`src/design/tscns_pkg.sv`:
```
// ----------------------------------------------------------------------------
// tscns_pkg
// Shared types and constants for the cycle counter to nanoseconds converter.
// ----------------------------------------------------------------------------
package tscns_pkg;

	localparam int unsigned QDEPTH = 8;
	localparam int unsigned QPTR_W = $clog2(QDEPTH);
	localparam int unsigned QCNT_W = $clog2(QDEPTH + 1);

	localparam int unsigned CFG_IDX_W = 3;

	localparam logic [CFG_IDX_W-1:0] CFG_REF_TIMESTAMP  = 3'd0;
	localparam logic [CFG_IDX_W-1:0] CFG_REF_SYSTEM_NS  = 3'd1;
	localparam logic [CFG_IDX_W-1:0] CFG_SCALE_FRACTION = 3'd2;
	localparam logic [CFG_IDX_W-1:0] CFG_SCALE_SHIFT    = 3'd3;
	localparam logic [CFG_IDX_W-1:0] CFG_COUNTER_STABLE = 3'd4;

	typedef struct packed {
		logic [63:0]       ref_timestamp;
		logic [63:0]       ref_system_ns;
		logic [31:0]       scale_fraction;
		logic signed [6:0] scale_shift;
		logic              counter_stable;
	} cfg_t;

	// head of the queue as seen by the back end
	typedef struct packed {
		logic        valid;
		logic [63:0] data;
	} q_head_t;

endpackage

```
`src/design/tscns_queue.sv`:
```
// ----------------------------------------------------------------------------
// tscns_queue
// Small FIFO between the conversion pipeline and the monotonic hold.
// ----------------------------------------------------------------------------
module tscns_queue (
	input  logic                         clk,
	input  logic                         arst_n,
	input  logic                         push,
	input  logic [63:0]                  push_data,
	input  logic                         pop,
	output tscns_pkg::q_head_t           head,
	output logic [tscns_pkg::QCNT_W-1:0] count
);

	logic [63:0]                  mem [tscns_pkg::QDEPTH];
	logic [tscns_pkg::QPTR_W-1:0] wr_ptr_q, rd_ptr_q;
	logic [tscns_pkg::QCNT_W-1:0] count_q;

	always_ff @(posedge clk or negedge arst_n) begin
		if (!arst_n) begin
			wr_ptr_q <= '0;
			rd_ptr_q <= '0;
			count_q  <= '0;
		end else begin
			if (push) wr_ptr_q <= wr_ptr_q + tscns_pkg::QPTR_W'(1);
			if (pop)  rd_ptr_q <= rd_ptr_q + tscns_pkg::QPTR_W'(1);
			unique case ({push, pop})
				2'b10:   count_q <= count_q + tscns_pkg::QCNT_W'(1);
				2'b01:   count_q <= count_q - tscns_pkg::QCNT_W'(1);
				default: ;
			endcase
		end
	end

	always_ff @(posedge clk) begin
		if (push) mem[wr_ptr_q] <= push_data;
	end

	assign head.valid = (count_q != '0);
	assign head.data  = mem[rd_ptr_q];
	assign count      = count_q;

endmodule

```
`config.mk`:
```
export PLATFORM = sky130hd
export DESIGN_NAME = tscns_queue
export DESIGN_NICKNAME = d
export VERILOG_FILES = /design/src/design/tscns_pkg.sv /design/src/design/tscns_queue.sv
export SDC_FILE = /design/constraint.sdc
export NUM_CORES = 1
export LEC_CHECK = 0
export BUFFER_PORTS_ARGS = -buffer_cell sky130_fd_sc_hd__buf_2
export CAP_MARGIN = 20
export CORE_MARGIN = 3
export CORE_UTILIZATION = 50
export CTS_CLUSTER_SIZE = 30
export DETAILED_ROUTE_END_ITERATION = 6
export PLACE_DENSITY = 0.8
export SLEW_MARGIN = 5
export SYNTH_ARGS = -nofsm -noshare
export SYNTH_HDL_FRONTEND = slang
export SYNTH_SLANG_ARGS = --single-unit
```
`constraint.sdc`:
```
create_clock -name clk -period 15 [get_ports clk]
set_input_delay 0.75 -clock clk [delete_from_list [all_inputs] [get_ports clk]]
set_output_delay 0.75 -clock clk [all_outputs]
set_load 0.05 [all_outputs]
```
Word level (Yosys, flattened, before mapping)
Memories as Yosys holds them, arrays and structs flattened.
Index checks and enable logic that the tools add are counted.
- register bits: 10
- memory bits (writable): 512
- bits of input ports: 68
- output and inout bits: 69
- memories kept: 1
- $add $sub $neg: 4
- equality and inequality tests: 2
- muxes and demuxes: 3
- reduce and logical (&&, ||, !) cells: 2
- memories (memory ; depth ; width ; read ports ; clocked after Yosys merged registers in ; write ports ; line ; source):
    mem ; 8 ; 64 ; 1 ; 0 ; 1 ; tscns_queue.sv:15 ; logic [63:0] mem [tscns_pkg::QDEPTH];
- operators by type and width (kind ; count):
    $pmux 4 s2 ; 1
    $add 3x1->3 const B ; 2
    $add 4x1->4 const B ; 1
    $reduce_bool 4->1 ; 1
    $sub 4x1->4 const B ; 1
    $eq 2x1->1 const B ; 1
    $eq 2x2->1 const B ; 1
    $mux 1 ; 2
    $reduce_bool 2->1 ; 1

Longest topological paths before layout
- word-level depth: 2
- mapped depth: 8
- gate-level depth less buffers: 8

Least setup slack after synthesis
No wires, ideal clock.
- kind: input port to flip-flop
- from: in push
- to: mem mem[0][0] (enable)
- library setup time: 565 ps
- data arrival time: 5194 ps
- slack: 9241 ps
- stages: 2
- cells stage by stage: nand2b_1 nor3_1
- cells in the longest elaborated chain, start to end: 2
- ends and longest elaborated chain (what ; line ; source):
    start: declaration ; tscns_queue.sv:8 ; input logic push,
    $mux 1 ; tscns_queue.sv:36 ; if (push) mem[wr_ptr_q] <= push_data;
    $mux 1 (not written as such) ; tscns_queue.sv:36 ;
    end: declaration ; tscns_queue.sv:15 ;
No other way between the ends.

==> summary by stage <==
Status
The flow ran to the end, and the final reports show no timing, DRC or antenna violations.

Timing
The normalized max-slew margin is 33.6%. The count of endpoints failing hold in the final timing report is 0. The routed design could run at a clock period as short as 4.39 ns. Dividing the final minimum period by the clock period gives 29.2%. The total setup violations reported at the end of the flow is 0. In the final timing run, aggregate negative setup slack is 0 ns. For the pin with the worst max-slew slack, the measured transition is 0.997 ns. Timing would allow up to 228 MHz.

The worst clock skew is 0.0232 ns. Setup repair after global routing left no endpoint under its margin. The max-slew violation count was 0.

Logic synthesis
The synthesized netlist contains 23 unique library cells. Synthesis produced a netlist with a net count of 865. The number of synthesized flops with an enable pin is 512. The commonest cells after synthesis are 512 x edfxtp_1, 128 x mux4_2, 67 x mux2_2.

The library cell with the highest instance count after synthesis is edfxtp_1. The proportion of register bits with asynchronous set or reset after synthesis is 1.92%. The cell type contributing the most total cell area after synthesis is edfxtp_1. Synthesis produced a netlist whose cell count is 792. The share of the yosys chip area belonging to registers is 79.1%. The post-synthesis instance area is 19,800 sq um.

The synthesized design contains 522 register bits. The mean post-synth cell area is 24.9 sq um. The dominant register cell in the synthesized netlist is edfxtp_1. Yosys printed 0 warnings. The portion of synthesized cell area occupied by the leading cell type is 77.8%. Yosys attributes the largest share of cell area to edfxtp_1 78%, mux4_2 15%, mux2_2 3.8%, dfrtp_1 1.3%, buf_6 0.63%.

Clock tree
No sink is reached through more buffers than the 3 on the longest clock path. Buffers inserted during clock tree synthesis total 52. Clock tree synthesis found a total of 522 sinks.

Gates resized during post-CTS repair numbered 0. TritonCTS built the clock tree. The master cell of the clock root buffer is clkbuf_16. After clock tree synthesis, the clock-pin slew on the worst setup and hold paths is 0.06 ns. The number of setup buffers added after CTS is 0. The clock tree synthesis step divided the H-tree into 2 levels. In this run, post-CTS hold repair placed 0 buffers. The source-to-sink clock delay at the later pin of the worst-skew pair is 0.59 ns.

Critical path
STA classifies the critical path endpoint as a primary output. The signal on the critical path passes through buf_4 > mux4_2 > mux2_2 > buf_2. The slowest stage of the critical path belongs to the cell dfrtp_4. For the worst setup path, the data required time is 14.25 ns.

For this run, the slowest stage of the critical path takes 0.98 ns. The critical setup path kind is reg -> out. The cell class contributing the biggest share of worst-path delay is buffers and inverters. The worst setup slack for register-to-register paths is 12.33 ns. The number of buffers and inverters on the critical path is 2. The highest net fanout along the worst path is 49. The arrival time of data at the critical path endpoint is 3.64 ns. STA classifies the critical path startpoint as a flip-flop.

Die
The total I/O pin count is 137. For this configuration, the core starts out at a cell density of 50.9%. The die is 205 microns wide. The die outline height is 205 microns. The area of the die is 41,900 sq um.

The row count is 72. The total area inside the core boundary comes to 38,800 sq um.

Drt
After detailed routing, the number of remaining DRC violations is 0. Detailed routing inserted a total of 8,681 vias. The wire length reported by the detailed router is 38.1 mm. The routed wirelength normalized by instance count is 25.1 microns. The number of DRC markers in iteration 0 is 713. The detail route stage leaves a number of antenna-violating nets equal to 0. The number of vias per cell is 5.72. The first detailed-routing pass ran for 5 iterations.

Hold path
The kind of path behind the tightest hold check is in -> async.

Global route
The number of antenna violations at the first check in global routing was 5. Entering global routing, the biggest net connects 69 pins. The via count of the first global-routing pass is 9,399. The first global-routing pass estimated 58.0 mm of wire. The total congestion overflow after global routing is 0. Global routing consumed, over all layers together, 18.8% of the routing resources.

Pwr
The peak ir drop on the vdd network is 0.000186 V. The combinational cell fraction of total power is 34.9%. The sequential power share is 40.3%. Summed over all nets, the switching power comes to 1.74 mW. The leakage power summed over all cells is 7.35 nW. Of the total power, the share spent switching nets is 35.4%. The power density over cell area is 216 nW/um^2. The internal portion of the total power is 3.16 mW. The clock network is responsible for 24.8% of the overall power.

Place
Buffers placed on the I/O ports in this run total 136. The weighted congestion reported at the end of routability-driven placement is 0.696. Summed over all nets, the half-perimeter wirelength after detailed placement is 20.1 mm. The number of placed instances, taps included is 1,427.

Cells and area
In the final layout, the share of cells above drive strength 1 is 42.5%. At the end of the flow, the number of nets in the layout was 1,036. The non-filler instance count after layout is 1,518. The synthesis-to-finish area growth is 14.7%.

Flow run
The number of maximum-capacitance violations is 0.
-- cell families (layout without fill, tap and decap cells) --
family | Yosys count | count (layout) | share of synthesized area, %
buffers and inverters | 36 | 241 | 1.16
multiplexers | 195 | 195 | 18.4
AND/OR/NAND/NOR | 21 | 21 | 0.519
flip-flops | 522 | 522 | 79.1
adder cells (fa/ha/maj) | 5 | 5 | 0.317
other | 0 | 3 | 0
AO/OA/AOI/OAI | 4 | 4 | 0.127
XOR/XNOR | 9 | 9 | 0.399
-- cell type report --
type	count	area [sq um]
repair buffers	152	826
inverters	1	3.75
multi-input cells	234	3960
flip-flops and latches	522	15600
well taps	518	648
fillers	2711	16200
diodes	3	7.51
clock inverters	23	225
clock buffers	65	1350
-- flip-flops by register name, indices dropped and copies added, names as in the netlist --
signal,cells
count,4
wr_ptr_q,3
rd_ptr_q,3
mem,512
-- placed cells by master (no fill, tap or decap), types with 2 or more instances in the layout --
cell         n
buf_2      136
ha_1         5
dfrtp_1      7
xor2_1       6
dfrtp_4      3
clkinv_1     9
clkbuf_16   52
nor3_2       2
mux2_2      67
xnor2_1      3
clkinv_2     6
buf_12       2
clkbuf_1    13
diode_2      3
mux4_2     128
a21oi_1      2
nor2_4       6
nand2b_1     3
buf_4       14
edfxtp_1   512
bufinv_16    4
nand2_1      4
inv_6        2
nor2b_1      3
-- power by group through the flow --
stage	Sequential [mW]	Clock [mW]	Combinational [mW]
after CTS	1.98	1.24	1.75
after detailed placement	2.01	0	1.74
after global routing	2.00	1.30	1.81
after global placement	1.99	0	1.72
after floorplan	1.94	0	1.41
final	1.97	1.22	1.71
-- layer usage --
metal / vias up / GRT usage (%) / share of wire, % / wire (microns)
met1: 4610 / 24.9 / 40 / 15200
met4: 4 / 5.70 / 2.2 / 841
li1: 3730 / - / - / -
met2: 271 / 31.7 / 52 / 19600
met3: 66 / 3.94 / 6.3 / 2400
met5: - / 0 / 0.071 / 27
-- worst register-to-register path, cell delays in order, from the launching register on --
cell,delay [ns]
dfrtp_1,0.41
nand2b_1,0.32
nor2_4,0.81
buf_4,0.73
-- per-stage QoR --
stage | power (mW) | worst slack (ns) | area, sq um | util (%) | hold slack (ns)
2_1_floorplan | 3.35 | 9.24 | 19800 | - | 0.454
3_3_place_gp | 3.71 | 11.12 | 21000 | 54.2 | 0.463
3_5_place_dp | 3.75 | 11.07 | 21100 | 54.3 | 0.503
4_1_cts | 4.98 | 10.44 | 22700 | 58.3 | 0.00212
5_1_grt | 5.11 | 10.27 | 22700 | 58.3 | 0.0253
6_report | 4.90 | 10.61 | 22700 | 58.4 | 0.0389
-- path summary, 6_finish.rpt --
kind                                    start           to  cells past startpoint
worst max register to register    wr_ptr_q[0]   mem[4][28]                      3
worst min register to register       count[3]     count[3]                      1
worst min-delay path                   arst_n  wr_ptr_q[0]                      1
worst max-delay path              rd_ptr_q[0]     head[26]                      4
max in group asynchronous              arst_n  rd_ptr_q[0]                      1
min in group clk                push_data[43]   mem[2][43]                      1
Power figures use the tool's default switching activity.
