$ cat config.mk
export PLATFORM = sky130hd
export DESIGN_NAME = tscns_cfg
export DESIGN_NICKNAME = d
export VERILOG_FILES = /design/src/design/tscns_pkg.sv /design/src/design/tscns_cfg.sv
export SDC_FILE = /design/constraint.sdc
export NUM_CORES = 1
export LEC_CHECK = 0
export CAP_MARGIN = 20
export CORE_MARGIN = 2
export CORE_UTILIZATION = 30
export DETAILED_ROUTE_END_ITERATION = 8
export DONT_BUFFER_PORTS = 1
export SLEW_MARGIN = 30
export SYNTH_ARGS = -nofsm -noshare
export SYNTH_HDL_FRONTEND = slang
export SYNTH_SLANG_ARGS = --single-unit
$ cat constraint.sdc
create_clock -name clk -period 1.62 [get_ports clk]
set_input_delay 0.243 -clock clk [delete_from_list [all_inputs] [get_ports clk]]
set_output_delay 0.243 -clock clk [all_outputs]
set_load 0.005 [all_outputs]
$ cat src/design/tscns_pkg.sv
// ----------------------------------------------------------------------------
// tscns_pkg
// Shared types and constants for the cycle counter to nanoseconds converter.
// ----------------------------------------------------------------------------
package tscns_pkg;

	localparam int unsigned QDEPTH = 8;
	localparam int unsigned QPTR_W = $clog2(QDEPTH);
	localparam int unsigned QCNT_W = $clog2(QDEPTH + 1);

	localparam int unsigned CFG_IDX_W = 3;

	localparam logic [CFG_IDX_W-1:0] CFG_REF_TIMESTAMP  = 3'd0;
	localparam logic [CFG_IDX_W-1:0] CFG_REF_SYSTEM_NS  = 3'd1;
	localparam logic [CFG_IDX_W-1:0] CFG_SCALE_FRACTION = 3'd2;
	localparam logic [CFG_IDX_W-1:0] CFG_SCALE_SHIFT    = 3'd3;
	localparam logic [CFG_IDX_W-1:0] CFG_COUNTER_STABLE = 3'd4;

	typedef struct packed {
		logic [63:0]       ref_timestamp;
		logic [63:0]       ref_system_ns;
		logic [31:0]       scale_fraction;
		logic signed [6:0] scale_shift;
		logic              counter_stable;
	} cfg_t;

	// head of the queue as seen by the back end
	typedef struct packed {
		logic        valid;
		logic [63:0] data;
	} q_head_t;

endpackage

$ cat src/design/tscns_cfg.sv
// ----------------------------------------------------------------------------
// tscns_cfg
// Configuration register file, written through a plain write port.
// ----------------------------------------------------------------------------
module tscns_cfg (
	input  logic                           clk,
	input  logic                           arst_n,
	input  logic                           cfg_wen,
	input  logic [tscns_pkg::CFG_IDX_W-1:0] cfg_index,
	input  logic [63:0]                    cfg_data,
	output tscns_pkg::cfg_t                cfg
);

	tscns_pkg::cfg_t cfg_q;

	always_ff @(posedge clk or negedge arst_n) begin
		if (!arst_n) begin
			cfg_q <= '0;
		end else if (cfg_wen) begin
			unique case (cfg_index)
				tscns_pkg::CFG_REF_TIMESTAMP:  cfg_q.ref_timestamp  <= cfg_data;
				tscns_pkg::CFG_REF_SYSTEM_NS:  cfg_q.ref_system_ns  <= cfg_data;
				tscns_pkg::CFG_SCALE_FRACTION: cfg_q.scale_fraction <= cfg_data[31:0];
				tscns_pkg::CFG_SCALE_SHIFT:    cfg_q.scale_shift    <= signed'(cfg_data[6:0]);
				tscns_pkg::CFG_COUNTER_STABLE: cfg_q.counter_stable <= cfg_data[0];
				default: ;
			endcase
		end
	end

	assign cfg = cfg_q;

endmodule

; ---- After elaboration in Yosys (flattened, before gate mapping)
; Index checks and enable logic that the tools add are counted.
[word_totals]
output_inout_bits = 168
regBits = 168
in_bits = 70
wordCells = 15
[classes]
eq_ne = 4
n_reduce_logical = 6
[op_table]
columns = cell, n
row1 = $reduce_and A2 Y1, 5
row2 = $eq A3 B2 Y1 const B, 2
row3 = $eq A3 B1 Y1 const B, 1
row4 = $eq A3 B3 Y1 const B, 1
row5 = $logic_not A3 Y1, 1

; ---- Logic depth before layout (Yosys ltp)
; Gate-level depths: netlist (run 1).
[depth]
ltp_word = 2
depth_mapped = 4
depth_no_buf = 2

; ---- Worst setup path after synthesis (run 1)
; No wires, ideal clock.
[synth_path]
path_type = input-to-reg
startpoint = input cfg_index[0] (netlist name)
endpoint = register cfg_q, in the netlist cfg[104]
path_buffers = 2
setup_slack_ns = 0.309
setup_time_ns = 0.125
arrival_time_ns = 1.186
cell_stages = 4
t_required_ns = 1.495
cell_sequence = nor4b_2 > buf_6 > buf_12 > mux2_4
[synth_between]
elab_chain_cells = 2
[synth_rtl]
columns = element, line_no
row1 = "start, declared", tscns_cfg.sv:9  ; input logic [tscns_pkg::CFG_IDX_W-1:0] cfg_index,
row2 = $logic_not A3 Y1, tscns_cfg.sv:20  ; unique case (cfg_index)
row3 = $reduce_and A2 Y1 (no source line), n/a
row4 = "end, declared", tscns_cfg.sv:14  ; tscns_pkg::cfg_t cfg_q;
; Every way passes these cells.
; A chain may end at the register's enable or synchronous reset.

; ---- Final worst setup path (run 1)
[layout_path]
startpoint = input cfg_index[0] (netlist name)
endpoint = register cfg_q, in the netlist cfg[151]
; The elaborated chain is that of the path after synthesis.

==> impl_metrics.env, run 1 <==
export IMPL_peakVddDrop_mv=0.6124
export IMPL_synth_seq_cells=168
export IMPL_synthFlopType="dfrtp_1"
export IMPL_cts_buffer_depth=2
export IMPL_required_ps=1900
export IMPL_p_leak_nw=3.706
export IMPL_area_growth_pct=22.74
export IMPL_num_rows=55
export IMPL_yosys_warnings=0
export IMPL_power_density_nw_per_um2=1403
export IMPL_grt_pass1_wl_um=22870
export IMPL_syn_nets=429
export IMPL_placed_area_sq_um=7144
export IMPL_syn_inst=359
export IMPL_status="finished, violations left"
export IMPL_cts_tree="done"
export IMPL_cp_start_kind="input pin"
export IMPL_clock_power_share_pct=36.3
export IMPL_syn_area_sq_um=6852
export IMPL_synth_simple_area_share_pct=0.8218
export IMPL_synth_area_leader_cell="dfrtp_1"
export IMPL_synth_top_family_by_area="multiplexers"
export IMPL_nets=505
export IMPL_io_pins=238
export IMPL_grt_pass1_vias=3736
export IMPL_synth_compound_area_share_pct=0
export IMPL_r2r_cells=1
export IMPL_drc=0
export IMPL_synth_common_cells="168 x dfrtp_1, 120 x mux2_4, 46 x mux2_2, 11 x buf_6, 6 x buf_12"
export IMPL_synth_top_area_share_pct=61.36
export IMPL_die_h_um=155.1
export IMPL_crit_fanout=25
export IMPL_cap_viol_max_count=0
export IMPL_fin_crit_sh_pct=67.14
export IMPL_tns_ps=0
export IMPL_swShare_pct=24.49
export IMPL_drtPass1Iterations=4
export IMPL_post_cts_buffers=0
export IMPL_initial_core_util_pct=30.45
export IMPL_io_buffers=0
export IMPL_largest_reg_flops=168
export IMPL_syn_area_per_cell_sq_um=19.09
export IMPL_drt_total_wl_um=14790
export IMPL_ant_nets=0
export IMPL_gp_congestion=0.7264
export IMPL_die_area_sq_um=24060
export IMPL_hold_path_class="in -> async"
export IMPL_grt_max_degree=169
export IMPL_slew_headroom_pct=74.76
export IMPL_numCtsBuffers=17
export IMPL_yosysMostFrequentCell="dfrtp_1"
export IMPL_synth_area_leaders="dfrtp_1 61%, mux2_4 26%, mux2_2 7.6%"
export IMPL_path_clk_slew_ps=70
export IMPL_cts_root_buf="clkbuf_16"
export IMPL_synth_adder_area_share_pct=0
export IMPL_clk_latency_ps=410
export IMPL_tightest_slew_ps=378.5
export IMPL_drt_iter0_drc=180
export IMPL_violations="hold timing"
export IMPL_viasPerCell=4.576
export IMPL_power_internal_mw=8.911
export IMPL_path_class="in -> reg"
export IMPL_setup_viol=0
export IMPL_dp_cells=637
export IMPL_worst_slack_ps=532.3
export IMPL_max_freq_mhz=919.4
export IMPL_instances_no_fill=733
export IMPL_p_seq_share_pct=50.7
export IMPL_clkSinkCount=168
export IMPL_antenna_found_initial=1
export IMPL_synth_xor_area_share_pct=0
export IMPL_synth_mux_area_fraction_pct=34.19
export IMPL_hold_slack_ps=-479.9
export IMPL_dpl_hpwl_um=9477
export IMPL_fin_skew_ps=0
export IMPL_p_comb_share_pct=13.1
export IMPL_pre_cts_ws_ps=118.2
export IMPL_num_vias=3354
export IMPL_final_max_slew_viol_count=0
export IMPL_p_sw_mw=2.889
export IMPL_critPathArrivalTime_ps=1370
export IMPL_die_w_um=155.1
export IMPL_seq_area_frac_synth_pct=61.36
export IMPL_rsz0062_at_grt="false"
export IMPL_core_area_sq_um=22500
export IMPL_cts_hold_buf=64
export IMPL_drive_gt1_share_pct=46.98
export IMPL_cp_end_kind="flip-flop"
export IMPL_ys_types=11
export IMPL_synth_async_reset_ratio_pct=100.0
export IMPL_track_usage_pct=12.40
export IMPL_synth_edff_count=0
export IMPL_design_area_sq_um=8409
export IMPL_period_minus_slack_ps=1088
export IMPL_detail_route_wl_per_cell_um=20.18
export IMPL_finalHoldViolCount=168
export IMPL_cts_max_level=4
export IMPL_grt_ovfl_total=0
## cell families after synthesis
logic type    Yosys count
simple gates            5
buf+inv                18
flops                 168
mux                   168
## final timing paths
check / startpoint / to / slack, ps
max: cfg_index[0] / cfg[151] / 530
min: arst_n / cfg[77] / -480
max reg2reg: cfg[115] / cfg[115] / 800
min reg2reg: cfg[28] / cfg[28] / 540
max in group asynchronous: arst_n / cfg[12] / 1890
min in group clk: cfg_index[0] / cfg[0] / 110
## routing by layer
layer	global-route usage, %	vias up	wire length [um]
met2	19.41	149	7164
li1	-	1432	-
met5	0	-	0
met4	3.307	0	97
met3	5.014	8	1195
met1	15.97	1765	6332
## final cells by class
| class | count | area [sq um] |
|---|---|---|
| sequential | 168 | 4204 |
| timing repair buffer | 75 | 798.3 |
| antenna | 1 | 2.502 |
| multi-input combinational | 173 | 2426 |
| tap | 285 | 356.6 |
| clock inverter | 9 | 137.6 |
| fill | 2022 | 14090 |
| clock buffer | 22 | 484.2 |
## cells in the final DEF (no fill, tap or decap)
master and instances:
clkbuf_1 1, dlygate4sd3_1 64, dfrtp_1 168, clkinv_4 1
clkbuf_16 17, nor4bb_1 1, mux2_2 46, bufinv_16 3
clkbuf_8 4, inv_6 3, nand4b_1 1, clkinvlp_4 1
buf_4 5, mux2_4 120, diode_2 1, and4bb_4 1
nor4bb_4 1, nor4b_4 1, buf_12 6, mux2_1 2
clkinv_2 1
## power by group through the flow
stage,combinational [mW],clock [mW],sequential (mW)
global placement,1.31,0,6.05
floorplan,1.27,0,5.74
CTS,1.55,4.40,6.00
detailed placement,1.39,0,6.05
global route,1.65,4.60,6.09
finish,1.54,4.28,5.98
## worst max-delay path, cell delays in order
cell and delay [ps]:
nor4b_4 310, buf_12 280, buf_12 210, mux2_4 320
## stage by stage
stage	hold WS [ps]	power [mW]	util, %
floorplan	-52.59	7.008	-
global placement	-48.75	7.360	31.75
detailed placement	-49.36	7.435	31.75
CTS	-505.8	11.95	37.36
global route	-519.8	12.34	37.37
finish	-479.9	11.80	37.37
## timing repair
item / in CTS / in global routing
setup endpoints to repair: 0 / 0
resized for setup: 0 / 0
endpoints found under the hold margin: 336 / 168
No activity file was read; power rests on OpenSTA's default activity.
==> run 2: changes to the inputs <==
--- a/config.mk
+++ b/config.mk
@@ -5,6 +5,7 @@
 export SDC_FILE = /design/constraint.sdc
 export NUM_CORES = 1
 export LEC_CHECK = 0
+export ABC_AREA = 1
 export CAP_MARGIN = 20
 export CORE_MARGIN = 2
 export CORE_UTILIZATION = 30
==> constraint.sdc (replaced) <==
create_clock -name clk -period 0.9 [get_ports clk]
set_input_delay 0.135 -clock clk [delete_from_list [all_inputs] [get_ports clk]]
set_output_delay 0.135 -clock clk [all_outputs]
set_load 0.005 [all_outputs]
==> run 2 against run 1 <==
Effect of this change: the flow finishes with violations (hold timing, setup timing); clock power grew 85%; combinational power rose by 34%; synthesized cell count up 110%; worst setup slack got worse by 690 ps; global-route usage is 4.3 points higher; critical path depth decreased by 3; critical path type is now reg -> out; critical endpoint is now cfg[39]; largest power group unchanged; highest routed layer unchanged.
==> impl_metrics.env, run 2 <==
export IMPL_critPathArrivalTime_ps=930
export IMPL_instances_no_fill=1098
export IMPL_ant_nets=0
export IMPL_synthFlopType="dfrtp_1"
export IMPL_peakVddDrop_mv=0.9449
export IMPL_p_leak_nw=4.343
export IMPL_drt_total_wl_um=19290
export IMPL_violations="hold timing, setup timing"
export IMPL_cts_tree="done"
export IMPL_synth_seq_cells=168
export IMPL_required_ps=760
export IMPL_io_pins=238
export IMPL_setup_viol=168
export IMPL_cp_end_kind="output pin"
export IMPL_largest_reg_flops=168
export IMPL_drive_gt1_share_pct=8.068
export IMPL_post_cts_buffers=0
export IMPL_synth_async_reset_ratio_pct=100.0
export IMPL_synth_area_leader_cell="dfrtp_1"
export IMPL_io_buffers=0
export IMPL_syn_nets=811
export IMPL_slew_headroom_pct=79.85
export IMPL_die_h_um=152.9
export IMPL_synth_top_area_share_pct=63.17
export IMPL_path_class="reg -> out"
export IMPL_die_area_sq_um=23390
export IMPL_final_max_slew_viol_count=0
export IMPL_fin_crit_sh_pct=117.9
export IMPL_synth_edff_count=0
export IMPL_grt_pass1_wl_um=30910
export IMPL_clk_latency_ps=430
export IMPL_core_area_sq_um=21820
export IMPL_fillers=2137
export IMPL_slowest_stage="dfrtp_1"
export IMPL_final_common_cell="nand2_1"
export IMPL_crit_family="flip-flops"
export IMPL_design_area_sq_um=8429
export IMPL_area_growth_pct=26.66
export IMPL_layout_common_cells="349 x nand2_1, 167 x dfrtp_1, 161 x nand3_1, 69 x dlygate4sd3_1, 17 x clkbuf_16"
export IMPL_num_rows=54
export IMPL_fin_skew_ps=0
export IMPL_drt_iter0_drc=502
export IMPL_antenna_found_initial=0
export IMPL_grt_max_degree=169
export IMPL_path_buf_inv=1
export IMPL_cts_root_buf="clkbuf_16"
export IMPL_die_w_um=152.9
export IMPL_ys_types=11
export IMPL_seq_area_frac_synth_pct=63.17
export IMPL_grt_pass1_vias=5405
export IMPL_status="finished, violations left"
export IMPL_hold_path_class="in -> async"
export IMPL_worst_slack_ps=-161.3
export IMPL_grt_ovfl_total=0
export IMPL_drc=0
export IMPL_dpl_hpwl_um=12420
export IMPL_cts_buffer_depth=2
export IMPL_r2r_setup_slack_ps=220
export IMPL_finalHoldViolCount=171
export IMPL_path_cells="buf_6"
export IMPL_nets=875
export IMPL_rsz0062_at_grt="true"
export IMPL_crit_fanout=2
export IMPL_setup_worst_path_start="cfg[39]"
export IMPL_numCtsBuffers=17
export IMPL_power_density_nw_per_um2=2403
export IMPL_placed_area_sq_um=7099
export IMPL_cp_start_kind="flip-flop"
export IMPL_cap_viol_max_count=0
export IMPL_multi_input_area_sq_um=2180
export IMPL_num_vias=5257
export IMPL_antennaDiodeCount=0
export IMPL_max_freq_mhz=942.3
export IMPL_tightest_slew_ps=301.2
export IMPL_period_minus_slack_ps=1061
export IMPL_path_clk_slew_ps=70
export IMPL_hold_slack_ps=-596.3
export IMPL_synth_area_leaders="dfrtp_1 63%, nand2_1 20%, nand3_1 12%"
export IMPL_syn_area_per_cell_sq_um=8.981
export IMPL_yosys_warnings=0
export IMPL_dp_cells=997
export IMPL_initial_core_util_pct=30.50
export IMPL_register_area_sq_um=4205
export IMPL_worstReg2RegStart="cfg[0]"
export IMPL_cpPeakStageDelay_ps=380
export IMPL_drtPass1Iterations=7
export IMPL_viasPerCell=4.788
export IMPL_detail_route_wl_per_cell_um=17.57
export IMPL_gp_congestion=0.7584
export IMPL_synth_common_cells="349 x nand2_1, 168 x dfrtp_1, 161 x nand3_1, 38 x buf_2, 11 x buf_4"
export IMPL_syn_inst=741
export IMPL_track_usage_pct=16.74
export IMPL_syn_area_sq_um=6655
export IMPL_yosysMostFrequentCell="nand2_1"
export IMPL_cts_max_level=4
export IMPL_clkSinkCount=168
[run 2: final timing paths]
check                           endpoint  cells past startpoint
worst min-delay path            cfg[159]                      0
worst max register to register    cfg[0]                      2
worst min register to register   cfg[73]                      2
worst max-delay path             cfg[39]                      1
max in group asynchronous        cfg[26]                      0
min in group clk                  cfg[2]                      5
[run 2: area by class of cell]
cell class / count / area share, %
inverter: 6 / 0.2672
sequential: 168 / 49.89
clock buffer: 21 / 5.462
multi-input combinational: 517 / 25.86
tap: 280 / 4.156
timing repair buffer: 95 / 12.33
clock inverter: 11 / 2.034
[run 2: timing repair]
action	in CTS	in global routing
pin swaps	0	0
endpoints found under the hold margin	336	170
resized for setup	2	1
endpoints found under the setup margin	168	175
cloned	0	0
hold buffers	67	2
[run 2: kinds of logic after synthesis]
family                 synth area share (%)
and+or+nand+nor                       32.34
buffers and inverters                 4.493
DFF                                   63.17
[run 2: metal layers]
metal | track usage (%) | share of wire (%) | up-vias
met5 | 0 | 0 | -
met4 | 8.113 | 2.9 | 0
met3 | 4.990 | 7.8 | 34
met2 | 25.56 | 46 | 218
met1 | 21.79 | 43 | 2515
li1 | - | - | 2490
[run 2: stage by stage]
stage | total power [mW] | setup WS, ps | util, % | setup TNS, ps | hold slack (ps)
after CTS | 20.52 | -196.3 | 38.52 | -14450 | -622.8
after floorplan | 11.31 | 11.23 | - | 0 | -160.6
final | 20.26 | -161.3 | 38.63 | -10060 | -596.3
after global routing | 21.35 | -210.7 | 38.63 | -15870 | -621.1
after detailed placement | 12.18 | -92.13 | 32.53 | -7947 | -155.8
after global placement | 12.09 | -70.18 | 32.53 | -6686 | -155.0
[run 2: power by group]
part	total (mW)	switching, mW	internal [mW]
sequential	10.3	1.31	8.98
clock	7.90	3.10	4.80
combinational	2.07	1.15	0.918
